**src/hw/rtl/cell_broadcast_carousel_table_defines.svh**
```systemverilog
// assertion macros for the carousel table back end rtl
// no dependencies; expects clock and reset in the using module
`ifndef CELL_BROADCAST_CAROUSEL_TABLE_DEFINES_SVH
`define CELL_BROADCAST_CAROUSEL_TABLE_DEFINES_SVH
`ifndef SYNTHESIS
// same-cycle implication
`define CBCT_ASSERT_NOW(lbl, ante, cons, msg) \
   lbl: assert property (@(posedge clock) disable iff (reset) (ante) |-> (cons)) \
      else $error(msg);
// next-cycle implication
`define CBCT_ASSERT_NEXT(lbl, ante, cons, msg) \
   lbl: assert property (@(posedge clock) disable iff (reset) (ante) |=> (cons)) \
      else $error(msg);
`else
`define CBCT_ASSERT_NOW(lbl, ante, cons, msg)
`define CBCT_ASSERT_NEXT(lbl, ante, cons, msg)
`endif
`endif

```
**src/hw/rtl/cbct_pkg.sv**
```systemverilog
// shared types, codes and helpers for the broadcast carousel table
// no dependencies
package cbct_pkg;

   localparam int unsigned TABLE_DEPTH_DEF = 16;
   localparam int unsigned MAX_PAGES_DEF   = 15;

   localparam logic [15:0] ALL_IDS  = 16'hffff;
   localparam logic [10:0] MAX_CODE = 11'd1023;
   localparam logic [10:0] ANY_CODE = 11'd1024;
   localparam logic [11:0] PAGE_ROUND = 12'd81;
   // floor(x / 82) as (x * 12788) >> 20, exact for x below 2^12
   localparam logic [13:0] PAGE_RECIP = 14'd12788;

   // commands
   localparam logic [1:0] CMD_WRITE = 2'd0;
   localparam logic [1:0] CMD_KILL  = 2'd1;
   localparam logic [1:0] CMD_FETCH = 2'd2;

   // status codes
   localparam logic [2:0] ST_OK      = 3'd0;
   localparam logic [2:0] ST_INVALID = 3'd1;
   localparam logic [2:0] ST_PAGES   = 3'd2;
   localparam logic [2:0] ST_FULL    = 3'd3;
   localparam logic [2:0] ST_EMPTY   = 3'd4;

   // classified operation kinds
   localparam logic [2:0] K_REJECT    = 3'd0;
   localparam logic [2:0] K_WRITE     = 3'd1;
   localparam logic [2:0] K_KILL_ALL  = 3'd2;
   localparam logic [2:0] K_KILL_ID   = 3'd3;
   localparam logic [2:0] K_KILL_PAIR = 3'd4;
   localparam logic [2:0] K_FETCH     = 3'd5;

   typedef struct packed {
      logic [15:0] handle;
      logic [3:0]  pages;
      logic [3:0]  upd;
      logic [7:0]  coding;
      logic [1:0]  scope;
      logic [9:0]  code;
      logic [15:0] id;
   } entry_type;

   typedef struct packed {
      logic [2:0]  kind;
      logic [2:0]  status;
      logic [15:0] id;
      logic [9:0]  code;
      logic [1:0]  scope;
      logic [7:0]  coding;
      logic [3:0]  pages;
      logic [15:0] handle;
   } op_type;

   typedef struct packed {
      logic [2:0]  status;
      logic [15:0] id;
      logic [9:0]  code;
      logic [1:0]  scope;
      logic [7:0]  coding;
      logic [3:0]  upd;
      logic [3:0]  page;
      logic [3:0]  total;
      logic [15:0] handle;
      logic        last;
   } rsp_type;

   // page count of a message, (len/2 + 81) / 82
   function automatic logic [4:0] page_count(input logic [11:0] len);
      logic [11:0] x;
      logic [25:0] prod;
      x    = {1'b0, len[11:1]} + PAGE_ROUND;
      prod = x * PAGE_RECIP;
      return prod[24:20];
   endfunction

endpackage

```
**src/hw/rtl/cbct_front.sv**
```systemverilog
// front end: channel register and command classification
// depends on cbct_pkg
module cbct_front #(
   parameter int unsigned MAX_PAGES = cbct_pkg::MAX_PAGES_DEF
) (
   input  logic             clock,
   input  logic             reset,
   input  logic             csr_wr_en,
   input  logic             csr_wr_data,
   input  logic [1:0]       req_cmd,
   input  logic [15:0]      req_msg_id,
   input  logic [10:0]      req_msg_code,
   input  logic [1:0]       req_geo_scope,
   input  logic [7:0]       req_coding_scheme,
   input  logic [11:0]      req_text_len,
   input  logic [15:0]      req_payload_handle,
   output cbct_pkg::op_type op
);
   import cbct_pkg::*;

   logic       chan_ff;
   logic       chan_in;
   logic [4:0] pages;
   logic       bad_args;

   // channel presence register
   always_comb begin
      chan_in = csr_wr_en ? csr_wr_data : chan_ff;
   end

   always_ff @(posedge clock) begin
      if (reset) begin
         chan_ff <= 1'b1;
      end else begin
         chan_ff <= chan_in;
      end
   end

   // classify the request beat
   assign pages    = page_count(req_text_len);
   assign bad_args = (req_msg_id == ALL_IDS) || (req_msg_code > MAX_CODE) || !chan_ff ||
                     (req_text_len == 12'd0) || req_text_len[0];

   always_comb begin
      op.status = ST_OK;
      op.id     = req_msg_id;
      op.code   = req_msg_code[9:0];
      op.scope  = req_geo_scope;
      op.coding = req_coding_scheme;
      op.pages  = pages[3:0];
      op.handle = req_payload_handle;
      unique case (req_cmd)
         CMD_WRITE: begin
            if (bad_args) begin
               op.kind   = K_REJECT;
               op.status = ST_INVALID;
            end else if (pages > 5'(MAX_PAGES)) begin
               op.kind   = K_REJECT;
               op.status = ST_PAGES;
            end else begin
               op.kind = K_WRITE;
            end
         end
         CMD_KILL: begin
            if (req_msg_id == ALL_IDS) begin
               op.kind = K_KILL_ALL;
            end else if (req_msg_code >= ANY_CODE) begin
               op.kind = K_KILL_ID;
            end else begin
               op.kind = K_KILL_PAIR;
            end
         end
         CMD_FETCH: begin
            op.kind = K_FETCH;
         end
         default: begin
            op.kind   = K_REJECT;
            op.status = ST_INVALID;
         end
      endcase
   end

endmodule

```
**src/hw/rtl/cbct_queue.sv**
```systemverilog
// two-entry queue of classified operations between front and back
// depends on cbct_pkg
module cbct_queue (
   input  logic             clock,
   input  logic             reset,
   input  logic             push,
   input  cbct_pkg::op_type push_op,
   input  logic             pop,
   output cbct_pkg::op_type head_op,
   output logic             empty,
   output logic             full
);
   import cbct_pkg::*;

   localparam logic [1:0] FILL_NONE = 2'd0;
   localparam logic [1:0] FILL_ONE  = 2'd1;
   localparam logic [1:0] FILL_TWO  = 2'd2;

   op_type     slot0_ff, slot0_in;
   op_type     slot1_ff, slot1_in;
   logic [1:0] fill_ff, fill_in;

   assign head_op = slot0_ff;
   assign empty   = (fill_ff == FILL_NONE);
   assign full    = (fill_ff == FILL_TWO);

   // slot shifting on push and pop
   always_comb begin
      slot0_in = slot0_ff;
      slot1_in = slot1_ff;
      fill_in  = fill_ff;
      if (push && pop) begin
         if (fill_ff == FILL_TWO) begin
            slot0_in = slot1_ff;
            slot1_in = push_op;
         end else begin
            slot0_in = push_op;
         end
      end else if (pop) begin
         slot0_in = slot1_ff;
         fill_in  = fill_ff - 2'd1;
      end else if (push) begin
         if (fill_ff == FILL_NONE) begin
            slot0_in = push_op;
         end else begin
            slot1_in = push_op;
         end
         fill_in = fill_ff + 2'd1;
      end
   end

   always_ff @(posedge clock) begin
      if (reset) begin
         fill_ff <= FILL_NONE;
      end else begin
         fill_ff <= fill_in;
      end
   end

   always_ff @(posedge clock) begin
      slot0_ff <= slot0_in;
      slot1_ff <= slot1_in;
   end

endmodule

```
**src/hw/rtl/cbct_back.sv**
```systemverilog
// back end: entry memory, compacting scan sequencer and result register
// depends on cbct_pkg and the assertion macro header
`include "cell_broadcast_carousel_table_defines.svh"
module cbct_back #(
   parameter int unsigned TABLE_DEPTH = cbct_pkg::TABLE_DEPTH_DEF,
   parameter int unsigned MAX_PAGES   = cbct_pkg::MAX_PAGES_DEF
) (
   input  logic              clock,
   input  logic              reset,
   input  logic              q_empty,
   input  cbct_pkg::op_type  q_op,
   output logic              q_pop,
   output cbct_pkg::rsp_type rsp,
   output logic              rsp_vld
);
   import cbct_pkg::*;

   localparam int unsigned IDX_W = $clog2(TABLE_DEPTH);
   localparam int unsigned CNT_W = $clog2(TABLE_DEPTH + 1);

   localparam logic [1:0] S_IDLE   = 2'd0;
   localparam logic [1:0] S_SCAN   = 2'd1;
   localparam logic [1:0] S_FINISH = 2'd2;
   localparam logic [1:0] S_PAGES  = 2'd3;

   entry_type mem [TABLE_DEPTH];

   logic [1:0]       state_ff, state_in;
   op_type           op_ff, op_in;
   logic [CNT_W-1:0] count_ff, count_in;
   logic [CNT_W-1:0] rd_ptr_ff, rd_ptr_in;
   logic [CNT_W-1:0] wr_ptr_ff, wr_ptr_in;
   logic             rd_vld_ff, rd_vld_in;
   logic             rd_zero_ff, rd_zero_in;
   logic             found_ff, found_in;
   logic [3:0]       old_upd_ff, old_upd_in;
   entry_type        hold_ff, hold_in;
   logic [3:0]       page_ff, page_in;
   entry_type        rdata_ff;
   rsp_type          rsp_ff, rsp_in;
   logic             rsp_vld_ff, rsp_vld_in;

   logic             we;
   logic [IDX_W-1:0] waddr;
   entry_type        wdata;
   logic [IDX_W-1:0] raddr;
   logic             issue;
   logic             remove;
   entry_type        new_entry;
   logic [3:0]       eff_pages;

   assign rsp     = rsp_ff;
   assign rsp_vld = rsp_vld_ff;

   // entry built by a write
   always_comb begin
      new_entry.id     = op_ff.id;
      new_entry.code   = op_ff.code;
      new_entry.scope  = op_ff.scope;
      new_entry.coding = op_ff.coding;
      new_entry.pages  = op_ff.pages;
      new_entry.handle = op_ff.handle;
      new_entry.upd    = found_ff ? (old_upd_ff + 4'd1) : 4'd0;
   end

   // pages sent for a fetched entry
   always_comb begin
      if (hold_ff.pages == 4'd0) begin
         eff_pages = 4'd1;
      end else if (hold_ff.pages > 4'(MAX_PAGES)) begin
         eff_pages = 4'(MAX_PAGES);
      end else begin
         eff_pages = hold_ff.pages;
      end
   end

   assign issue = (rd_ptr_ff < count_ff);
   assign raddr = rd_ptr_ff[IDX_W-1:0];

   // which scanned entries are dropped
   always_comb begin
      remove = 1'b0;
      unique case (op_ff.kind)
         K_FETCH:   remove = rd_zero_ff;
         K_KILL_ID: remove = (rdata_ff.id == op_ff.id);
         K_WRITE, K_KILL_PAIR: begin
            remove = !found_ff && (rdata_ff.id == op_ff.id) && (rdata_ff.code == op_ff.code);
         end
         default: remove = 1'b0;
      endcase
   end

   // sequencer
   always_comb begin
      state_in   = state_ff;
      op_in      = op_ff;
      count_in   = count_ff;
      rd_ptr_in  = rd_ptr_ff;
      wr_ptr_in  = wr_ptr_ff;
      rd_vld_in  = 1'b0;
      rd_zero_in = rd_zero_ff;
      found_in   = found_ff;
      old_upd_in = old_upd_ff;
      hold_in    = hold_ff;
      page_in    = page_ff;
      rsp_in     = '0;
      rsp_vld_in = 1'b0;
      we         = 1'b0;
      waddr      = wr_ptr_ff[IDX_W-1:0];
      wdata      = rdata_ff;
      q_pop      = 1'b0;
      unique case (state_ff)
         S_IDLE: begin
            if (!q_empty) begin
               q_pop     = 1'b1;
               op_in     = q_op;
               rd_ptr_in = '0;
               wr_ptr_in = '0;
               found_in  = 1'b0;
               rsp_in.last = 1'b1;
               if (q_op.kind == K_REJECT) begin
                  rsp_in.status = q_op.status;
                  rsp_vld_in    = 1'b1;
               end else if (q_op.kind == K_KILL_ALL) begin
                  count_in      = '0;
                  rsp_in.status = ST_OK;
                  rsp_vld_in    = 1'b1;
               end else if ((q_op.kind == K_FETCH) && (count_ff == '0)) begin
                  rsp_in.status = ST_EMPTY;
                  rsp_vld_in    = 1'b1;
               end else begin
                  state_in = S_SCAN;
               end
            end
         end
         S_SCAN: begin
            // read ahead, write kept entries back compacted
            rd_vld_in  = issue;
            rd_zero_in = (rd_ptr_ff == '0);
            if (issue) begin
               rd_ptr_in = rd_ptr_ff + 1'b1;
            end
            if (rd_vld_ff) begin
               if (remove) begin
                  found_in   = 1'b1;
                  old_upd_in = rdata_ff.upd;
                  hold_in    = rdata_ff;
               end else begin
                  we        = 1'b1;
                  wr_ptr_in = wr_ptr_ff + 1'b1;
               end
            end
            if (!issue && !rd_vld_ff) begin
               state_in = S_FINISH;
            end
         end
         S_FINISH: begin
            rsp_in.last = 1'b1;
            state_in    = S_IDLE;
            if (op_ff.kind == K_WRITE) begin
               rsp_vld_in = 1'b1;
               if (!found_ff && (wr_ptr_ff == CNT_W'(TABLE_DEPTH))) begin
                  rsp_in.status = ST_FULL;
               end else begin
                  we            = 1'b1;
                  wdata         = new_entry;
                  count_in      = wr_ptr_ff + 1'b1;
                  rsp_in.status = ST_OK;
                  rsp_in.id     = new_entry.id;
                  rsp_in.code   = new_entry.code;
                  rsp_in.scope  = new_entry.scope;
                  rsp_in.coding = new_entry.coding;
                  rsp_in.upd    = new_entry.upd;
                  rsp_in.total  = new_entry.pages;
                  rsp_in.handle = new_entry.handle;
               end
            end else if (op_ff.kind == K_FETCH) begin
               we       = 1'b1;
               wdata    = hold_ff;
               count_in = wr_ptr_ff + 1'b1;
               page_in  = 4'd1;
               state_in = S_PAGES;
            end else begin
               count_in      = wr_ptr_ff;
               rsp_in.status = ST_OK;
               rsp_vld_in    = 1'b1;
            end
         end
         S_PAGES: begin
            rsp_vld_in    = 1'b1;
            rsp_in.status = ST_OK;
            rsp_in.id     = hold_ff.id;
            rsp_in.code   = hold_ff.code;
            rsp_in.scope  = hold_ff.scope;
            rsp_in.coding = hold_ff.coding;
            rsp_in.upd    = hold_ff.upd;
            rsp_in.page   = page_ff;
            rsp_in.total  = hold_ff.pages;
            rsp_in.handle = hold_ff.handle;
            rsp_in.last   = (page_ff == eff_pages);
            if (page_ff == eff_pages) begin
               state_in = S_IDLE;
            end else begin
               page_in = page_ff + 4'd1;
            end
         end
         default: state_in = S_IDLE;
      endcase
   end

   // control registers
   always_ff @(posedge clock) begin
      if (reset) begin
         state_ff   <= S_IDLE;
         count_ff   <= '0;
         rd_ptr_ff  <= '0;
         wr_ptr_ff  <= '0;
         rd_vld_ff  <= 1'b0;
         rsp_vld_ff <= 1'b0;
      end else begin
         state_ff   <= state_in;
         count_ff   <= count_in;
         rd_ptr_ff  <= rd_ptr_in;
         wr_ptr_ff  <= wr_ptr_in;
         rd_vld_ff  <= rd_vld_in;
         rsp_vld_ff <= rsp_vld_in;
      end
   end

   // payload registers
   always_ff @(posedge clock) begin
      op_ff      <= op_in;
      rd_zero_ff <= rd_zero_in;
      found_ff   <= found_in;
      old_upd_ff <= old_upd_in;
      hold_ff    <= hold_in;
      page_ff    <= page_in;
      rsp_ff     <= rsp_in;
   end

   // entry memory, one write and one registered read port
   always_ff @(posedge clock) begin
      if (we) begin
         mem[waddr] <= wdata;
      end
      rdata_ff <= mem[raddr];
   end

   `CBCT_ASSERT_NOW(a_count_bound, 1'b1, count_ff <= CNT_W'(TABLE_DEPTH), "count over depth")
   `CBCT_ASSERT_NOW(a_wr_behind_rd, 1'b1, wr_ptr_ff <= rd_ptr_ff, "write pointer passed read")
   `CBCT_ASSERT_NOW(a_rd_in_scan, rd_vld_ff, state_ff == S_SCAN, "read data outside scan")
   `CBCT_ASSERT_NEXT(a_page_beat, state_ff == S_PAGES, rsp_vld_ff, "page beat missing")

endmodule

```
**src/hw/rtl/cell_broadcast_carousel_table.sv**
```systemverilog
// Broadcast message carousel table, top level.
// Depends on cbct_pkg, cbct_front, cbct_queue and cbct_back.
//
// Usage: drive req_* with start high; the command is taken at an edge where
// busy is low. Commands are write message, kill messages and fetch next.
// Each command gives rsp_* beats marked by rsp_valid for one cycle; the final
// beat of a command has rsp_last set. The receiver cannot stall: every beat
// must be taken in the cycle it appears.
// csr_wr_en/csr_wr_data write the channel present bit (reset value 1).
// Sequence: a rejected command, a kill of all entries or a fetch on an
// empty table is answered from the idle state without a scan. Writes, id
// kills and pair kills scan the table once through the entry memory. A
// fetch scans too, then adds one beat per page, up to MAX_PAGES (15) pages.
// Concurrency: one command at a time in the back end; a two-entry queue lets
// up to two further commands be taken while one is being worked on, and busy
// is high while that queue is full.
// Reset: synchronous, empties the table and the queue; the entry memory is
// not cleared, since only entries below the count are read.
module cell_broadcast_carousel_table #(
   parameter int unsigned TABLE_DEPTH = cbct_pkg::TABLE_DEPTH_DEF,
   parameter int unsigned MAX_PAGES   = cbct_pkg::MAX_PAGES_DEF
) (
   input  logic        clock,
   input  logic        reset,
   input  logic        csr_wr_en,
   input  logic        csr_wr_data,
   input  logic        start,
   output logic        busy,
   input  logic [1:0]  req_cmd,
   input  logic [15:0] req_msg_id,
   input  logic [10:0] req_msg_code,
   input  logic [1:0]  req_geo_scope,
   input  logic [7:0]  req_coding_scheme,
   input  logic [11:0] req_text_len,
   input  logic [15:0] req_payload_handle,
   output logic        rsp_valid,
   output logic [2:0]  rsp_status,
   output logic [15:0] rsp_out_id,
   output logic [9:0]  rsp_out_code,
   output logic [1:0]  rsp_out_scope,
   output logic [7:0]  rsp_out_coding,
   output logic [3:0]  rsp_update_number,
   output logic [3:0]  rsp_page_number,
   output logic [3:0]  rsp_page_total,
   output logic [15:0] rsp_out_handle,
   output logic        rsp_last
);
   import cbct_pkg::*;

   op_type  front_op;
   op_type  head_op;
   rsp_type rsp;
   logic    q_empty;
   logic    q_full;
   logic    q_pop;

   assign busy = q_full;

   cbct_front #(
      .MAX_PAGES(MAX_PAGES)
   ) u_front (
      .clock              (clock),
      .reset              (reset),
      .csr_wr_en          (csr_wr_en),
      .csr_wr_data        (csr_wr_data),
      .req_cmd            (req_cmd),
      .req_msg_id         (req_msg_id),
      .req_msg_code       (req_msg_code),
      .req_geo_scope      (req_geo_scope),
      .req_coding_scheme  (req_coding_scheme),
      .req_text_len       (req_text_len),
      .req_payload_handle (req_payload_handle),
      .op                 (front_op)
   );

   cbct_queue u_queue (
      .clock   (clock),
      .reset   (reset),
      .push    (start && !q_full),
      .push_op (front_op),
      .pop     (q_pop),
      .head_op (head_op),
      .empty   (q_empty),
      .full    (q_full)
   );

   cbct_back #(
      .TABLE_DEPTH(TABLE_DEPTH),
      .MAX_PAGES  (MAX_PAGES)
   ) u_back (
      .clock   (clock),
      .reset   (reset),
      .q_empty (q_empty),
      .q_op    (head_op),
      .q_pop   (q_pop),
      .rsp     (rsp),
      .rsp_vld (rsp_valid)
   );

   // result beat fields
   assign rsp_status        = rsp.status;
   assign rsp_out_id        = rsp.id;
   assign rsp_out_code      = rsp.code;
   assign rsp_out_scope     = rsp.scope;
   assign rsp_out_coding    = rsp.coding;
   assign rsp_update_number = rsp.upd;
   assign rsp_page_number   = rsp.page;
   assign rsp_page_total    = rsp.total;
   assign rsp_out_handle    = rsp.handle;
   assign rsp_last          = rsp.last;

endmodule
```
**config.mk**
```make
export PLATFORM = sky130hd
export DESIGN_NAME = cell_broadcast_carousel_table
export DESIGN_NICKNAME = d
export VERILOG_FILES = /design/src/hw/rtl/cbct_pkg.sv /design/src/hw/rtl/cbct_front.sv /design/src/hw/rtl/cbct_queue.sv /design/src/hw/rtl/cbct_back.sv /design/src/hw/rtl/cell_broadcast_carousel_table.sv
export VERILOG_INCLUDE_DIRS = /design/src /design/src/hw/rtl
export SDC_FILE = /design/constraint.sdc
export NUM_CORES = 2
export LEC_CHECK = 0
export BUFFER_PORTS_ARGS = -buffer_cell sky130_fd_sc_hd__buf_2
export CAP_MARGIN = 40
export CORE_MARGIN = 2
export CORE_UTILIZATION = 45
export CTS_CLUSTER_DIAMETER = 150
export DETAILED_ROUTE_END_ITERATION = 10
export SYNTH_ARGS = -nofsm -noshare
export SYNTH_HDL_FRONTEND = slang
export SYNTH_HIERARCHICAL = 1
export SYNTH_SLANG_ARGS = --single-unit
```
**constraint.sdc**
```tcl
create_clock -name clock -period 15.25 [get_ports clock]
set_input_delay 2.2875 -clock clock [delete_from_list [all_inputs] [get_ports clock]]
set_output_delay 2.2875 -clock clock [all_outputs]
set_load 0.03 [all_outputs]
```
## Word-level counts from Yosys, hierarchy flattened

Memory sizes are Yosys's and may differ from the RTL's. A register that Yosys moved wholly into a read port is not among the register bits.
Cells that the tools add are included.

- Logic and storage cells: 236
- Memories kept: 1
- Output and inout port bits: 70
- Bits of input ports: 72
- Register bits: 339
- Bits in writable memories: 960

- Reduce and logical (&&, ||, !) cells: 45
- Bitwise gates (word level): 3
- $add $sub $neg: 7
- Multiplexer cells: 88
- Magnitude comparators: 5
- $mul: 1
- Eq/ne operators: 35

Memories:

| name | words | bits a word | rd ports | clocked after Yosys merged registers in | wr ports | line | RTL |
|---|---|---|---|---|---|---|---|
| u_back.mem | 16 | 60 | 1 | 1 | 1 | cbct_back.sv:26 | `entry_type mem [TABLE_DEPTH];` |

Operator list:

| kind | number |
|---|---|
| $mux W62 | 10 |
| $mux W60 | 4 |
| $mux W40 | 2 |
| $pmux W40 S2 | 1 |
| $mux W5 | 10 |
| $mux W20 | 2 |
| $pmux W20 S2 | 1 |
| $pmux W5 S2 | 3 |
| $mux W4 | 7 |
| $mux W2 | 13 |
| $mul A12 B12 Y23 const B | 1 |
| $ne A2 B2 Y1 const B | 10 |
| $mux W1 | 19 |
| $mux W3 | 6 |
| $eq A16 B16 Y1 | 1 |
| $eq A16 B16 Y1 const B | 1 |
| $reduce_and A4 Y1 | 4 |
| $ne A2 B1 Y1 const B | 7 |
| $add A11 B7 Y12 const B | 1 |
| $logic_not A12 Y1 | 1 |
| $pmux W3 S2 | 2 |
| $ge A11 B11 Y1 const B | 1 |
| $gt A11 B10 Y1 const B | 1 |
| $add A5 B1 Y5 const B | 2 |
| other kinds (35) | 74 |

## Depth between registers and ports, before layout

- Word-level depth: 11
- Gate-level depth with buffers: 23
- Mapped depth without buffers: 23

## By module

Netlist, hierarchy kept.

By module, submodules not included:

| module | instances | seq. area each (um^2) | area an instance (um^2) | cells an instance |
|---|---|---|---|---|
| cbct_back | 1 | 35,524.1 | 45,720.1 | 2,076 |
| cbct_queue | 1 | 3,763.6 | 4,810.9 | 213 |
| cbct_front | 1 | 20.0 | 3,698.5 | 404 |
| cell_broadcast_carousel_table | 1 | 0.0 | 13.8 | 1 |

## Worst setup path before layout

No wires, ideal clock.

- Path type: register to register
- Start point: reg u_back.state_ff[1]
- End point: reg u_queue/slot1_ff[0] in the netlist's numbering (enable)
- Period minus slack after synthesis: 14,881 ps
- Path buffers: 0
- Path slack: 369 ps
- Library setup time: 812 ps
- Required time: 14,438 ps
- Cell stages (with the launch flop): 7
- Data arrival time: 14,069 ps
- Cell sequence: dfxtp_1 inv_1 ha_1 nor2b_1 ha_1 nor2_1 a2111oi_0

- Word-level cells in the longest chain between the ends: 5
- Elaborated cells on any way between the ends: 8
- Those cells by class: 3 x eq/ne; 1 x mux; 4 x reduce/logical

Ends and longest elaborated chain:

| item | line | RTL |
|---|---|---|
| from (decl) | cbct_back.sv:28 | `logic [1:0] state_ff, state_in;` |
| from (signal assigned) | cbct_back.sv:221 | `state_ff <= state_in;` |
| $logic_not A2 Y1 (*) | cbct_back.sv:112 | `unique case (state_ff)` |
| $mux W1 (*) | cbct_back.sv:112 |  |
| via q_pop | cell_broadcast_carousel_table.sv:55 | `logic q_pop;` |
| $logic_and A1 B1 Y1 | cbct_queue.sv:32 | `if (push && pop) begin` |
| $ne A2 B2 Y1 (no source line) or $reduce_bool A2 Y1 (tied branches) | -- |  |
| $reduce_and A4 Y1 (no source line) (*) | -- |  |
| to (signal assigned) | cbct_queue.sv:62 | `slot1_ff <= slot1_in;` |
| to (decl) | cbct_queue.sv:20 | `op_type slot1_ff, slot1_in;` |

Mark *: on every way through the listed nets, which the timed path passes. The rest lies on a longest branch.
A chain may end at the register's enable or synchronous reset.

==> results.json <==
{
  "whs_ps": 415,
  "max_slew_margin_pct": 35.3,
  "fin_worst_skew_ps": 41.9,
  "grtUsageTotal_pct": 20.4,
  "grt_pass1_vias": 27500,
  "synth_compound_area_share_pct": 3.40,
  "seq_area_frac_synth_pct": 72.5,
  "htreeDepth": 4,
  "setup_viol": 0,
  "cts_resized": 0,
  "min_period_ps": 8030,
  "arrival_ps": 8510,
  "synth_top_family_by_area": "multiplexers",
  "cp_slowest_cell": "xor2_1",
  "synth_xor_area_share_pct": 1.10,
  "vdd_ir_drop_max_mv": 0.145,
  "synth-edff-count": 1209,
  "placed_area_um2": 57200,
  "postSynthNetCount": 2919,
  "areaGrowthSynthToFinish_pct": 14.2,
  "dieArea_um2": 123000,
  "cts_hold_buf": 0,
  "power.static_leakage_nw": 20.8,
  "vias_per_cell": 5.70,
  "slew_violations": 0,
  "cts_tree": "built",
  "cts-root-buf": "clkbuf_16",
  "report.power.total_mw": 9.51,
  "num_io_pins": 142,
  "synthAdderAreaFrac_pct": 4.15,
  "gp_congestion": 0.813,
  "start_kind": "input pin",
  "p_per_area_nw_per_um2": 154,
  "path_clk_slew_ps": 60,
  "nets": 3112,
  "wl_per_cell_um": 26.8,
  "synth_cell_types": 81,
  "coreArea_um2": 120000,
  "hold_class": "reg -> reg",
  "fin_crit_sh_pct": 52.6,
  "drc_errors": 0,
  "drt_iter0_drc": 3130,
  "finalSetupTns_ps": 0,
  "grt_pass1_wl_um": 182000,
  "die_height_um": 351,
  "cp_slowest_stage_delay_ps": 620,
  "critPathBufInv": 5,
  "status": "completed",
  "hold_viol": 0,
  "first_pass_iters": 8,
  "overflow": 0,
  "die_w_um": 351,
  "cp_max_fo": 9,
  "grt_max_degree": 111,
  "netlist_area_um2": 54200,
  "critical_path.top_delay_family": "adder cells",
  "vias": 26400,
  "initial_core_util_pct": 45.3,
  "final_antenna_net_count": 0,
  "cts_num_sinks": 1359,
  "fin_area_um2": 61900,
  "drv_cap": 0,
  "clk_latency_ps": 750,
  "yosys.area_share.simple_pct": 1.94,
  "synth.yosys.warnings": 6,
  "synth-seq-cells": 1359,
  "hpwl_um": 70600,
  "fmax_mhz": 125,
  "cp_cell_sequence": "buf_2 -> ha_1 -> and3_1 -> o21a_2 -> o2111a_1 -> xor2_1 -> inv_1 -> fa_1 -> inv_1 -> ha_1 -> fa_1 -> inv_1 -> fa_1 -> fa_1 -> inv_1 -> ha_1 -> and4_1 -> a21o_1 -> a221oi_4 -> nor3_1 -> a311o_1 -> mux2_2",
  "drive_above_1_share_pct": 28.0,
  "postSynthCellCount": 2694,
  "syn_avg_cell_area_um2": 20.1,
  "drt_wl_total_um": 124000,
  "required_ps": 15740,
  "ys.flop_type": "edfxtp_1",
  "diodes": 0,
  "tightest_slew_ps": 971,
  "synth_mux_area_share_pct": 14.0,
  "antenna_found_initial": 3,
  "setup.worst_path.end_class": "register",
  "post-cts-setup-buffer-count": 0,
  "post-route-util_pct": 51.7,
  "critPathKind": "in -> reg",
  "port_buffers": 141,
  "fp-row-count": 127,
  "rsz0062_at_grt": "false",
  "async_flop_share_pct": 0,
  "cts_buffers": 144,
  "clock_path_buffers": 3
}
-- sequential cells by signal, summed over array words and instances, names as in the netlist --
| name | cells |
|---|---|
| u_back/count_ff | 5 |
| u_back/found_ff | 1 |
| u_back/hold_ff | 60 |
| u_back/mem | 960 |
| u_back/new_entry | 56 |
| u_back/op_ff | 3 |
| u_back/page_ff | 4 |
| u_back/rd_ptr_ff | 5 |
| u_back/rd_vld_ff | 1 |
| u_back/rd_zero_ff | 1 |
| u_back/rdata_ff | 60 |
| u_back/rsp | 68 |
| u_back/rsp_vld | 1 |
| u_back/state_ff | 2 |
| u_back/wr_ptr_ff | 5 |
| u_front/chan_ff | 1 |
| u_queue/fill_ff | 2 |
| u_queue/head_op | 62 |
| u_queue/slot1_ff | 62 |
-- cells by family (layout without fill, tap and decap cells) --
logic type,count (synthesis),count (layout)
other cells,1,1
mux,365,365
compound gates,224,224
fa+ha+maj,153,153
flops,1359,1359
xor+xnor,63,63
simple gates,196,196
buf+inv,333,647
-- path summary, 6_finish.rpt --
kind	cells after the start	start	slack [ps]	endpoint
hold reg to reg	0	u_queue/head_op[17]$_DFFE_PP_	410	u_back/new_entry[41]$_DFFE_PP_
setup / recovery	22	req_text_len[1]	7220	u_queue/head_op[19]$_DFFE_PP_
hold / removal	0	u_queue/head_op[17]$_DFFE_PP_	410	u_back/new_entry[41]$_DFFE_PP_
setup reg to reg	9	u_back/new_entry[0]$_DFFE_PP_	10840	u_back/mem[6][59]$_DFFE_PP_
-- synthesized netlist by cell type, types with 37 or more instances --
cell	instances	area share [%]
nor2_1	39	0.27
buf_4	53	0.73
fa_1	45	1.7
xor2_1	37	0.60
ha_1	108	2.5
edfxtp_1	1209	67
a222oi_1	57	1.1
dfxtp_1	150	5.5
clkbuf_1	75	0.52
mux4_2	300	12
inv_1	159	1.1
a22o_1	57	0.92
-- placed cells by master (no fill, tap or decap), types with 19 or more instances in the layout --
cell	instances
a22o_1	57
buf_4	57
clkbuf_1	38
nor2_1	37
mux4_2	300
mux2_4	30
o21ai_0	26
clkbuf_16	147
a21oi_1	27
a222oi_1	57
edfxtp_1	1209
mux2_2	30
xor2_1	37
inv_1	159
dfxtp_1	146
buf_2	141
xnor2_1	23
nand3_1	19
ha_1	107
fa_1	45
nand2_1	36
-- routing by layer --
metal  wire length (µm)  share of wire, %  track usage, %  vias up
li1                   -                 -               -    11300
met1              53600                43            29.0    14000
met2              59500                48            32.4      929
met3               8110               6.5            3.90      171
met4               2710               2.2            5.75        2
met5                 16             0.013               0        -
-- metrics by stage --
step,worst slack (ps),instances
6_report,7220,4620
2_1_floorplan,369,2694
3_3_place_gp,6660,4327
3_5_place_dp,6510,4352
4_1_cts,7290,4619
5_1_grt,6970,4620
-- final cells by class --
cell class | instances | area [µm²]
fillers | 9460 | 57900
repair buffers | 221 | 1710
inverters | 159 | 597
flip-flops and latches | 1359 | 39300
well taps | 1612 | 2020
multi-input cells | 1002 | 13500
clock buffers | 201 | 4040
clock inverters | 66 | 697
-- power breakdown --
group	total [mW]	internal [mW]	switching [mW]
Sequential	4.60	4.46	0.143
Clock	3.44	1.99	1.44
Combinational	1.48	0.562	0.914
Total	9.51	7.01	2.50
Power figures use the tool's default switching activity.
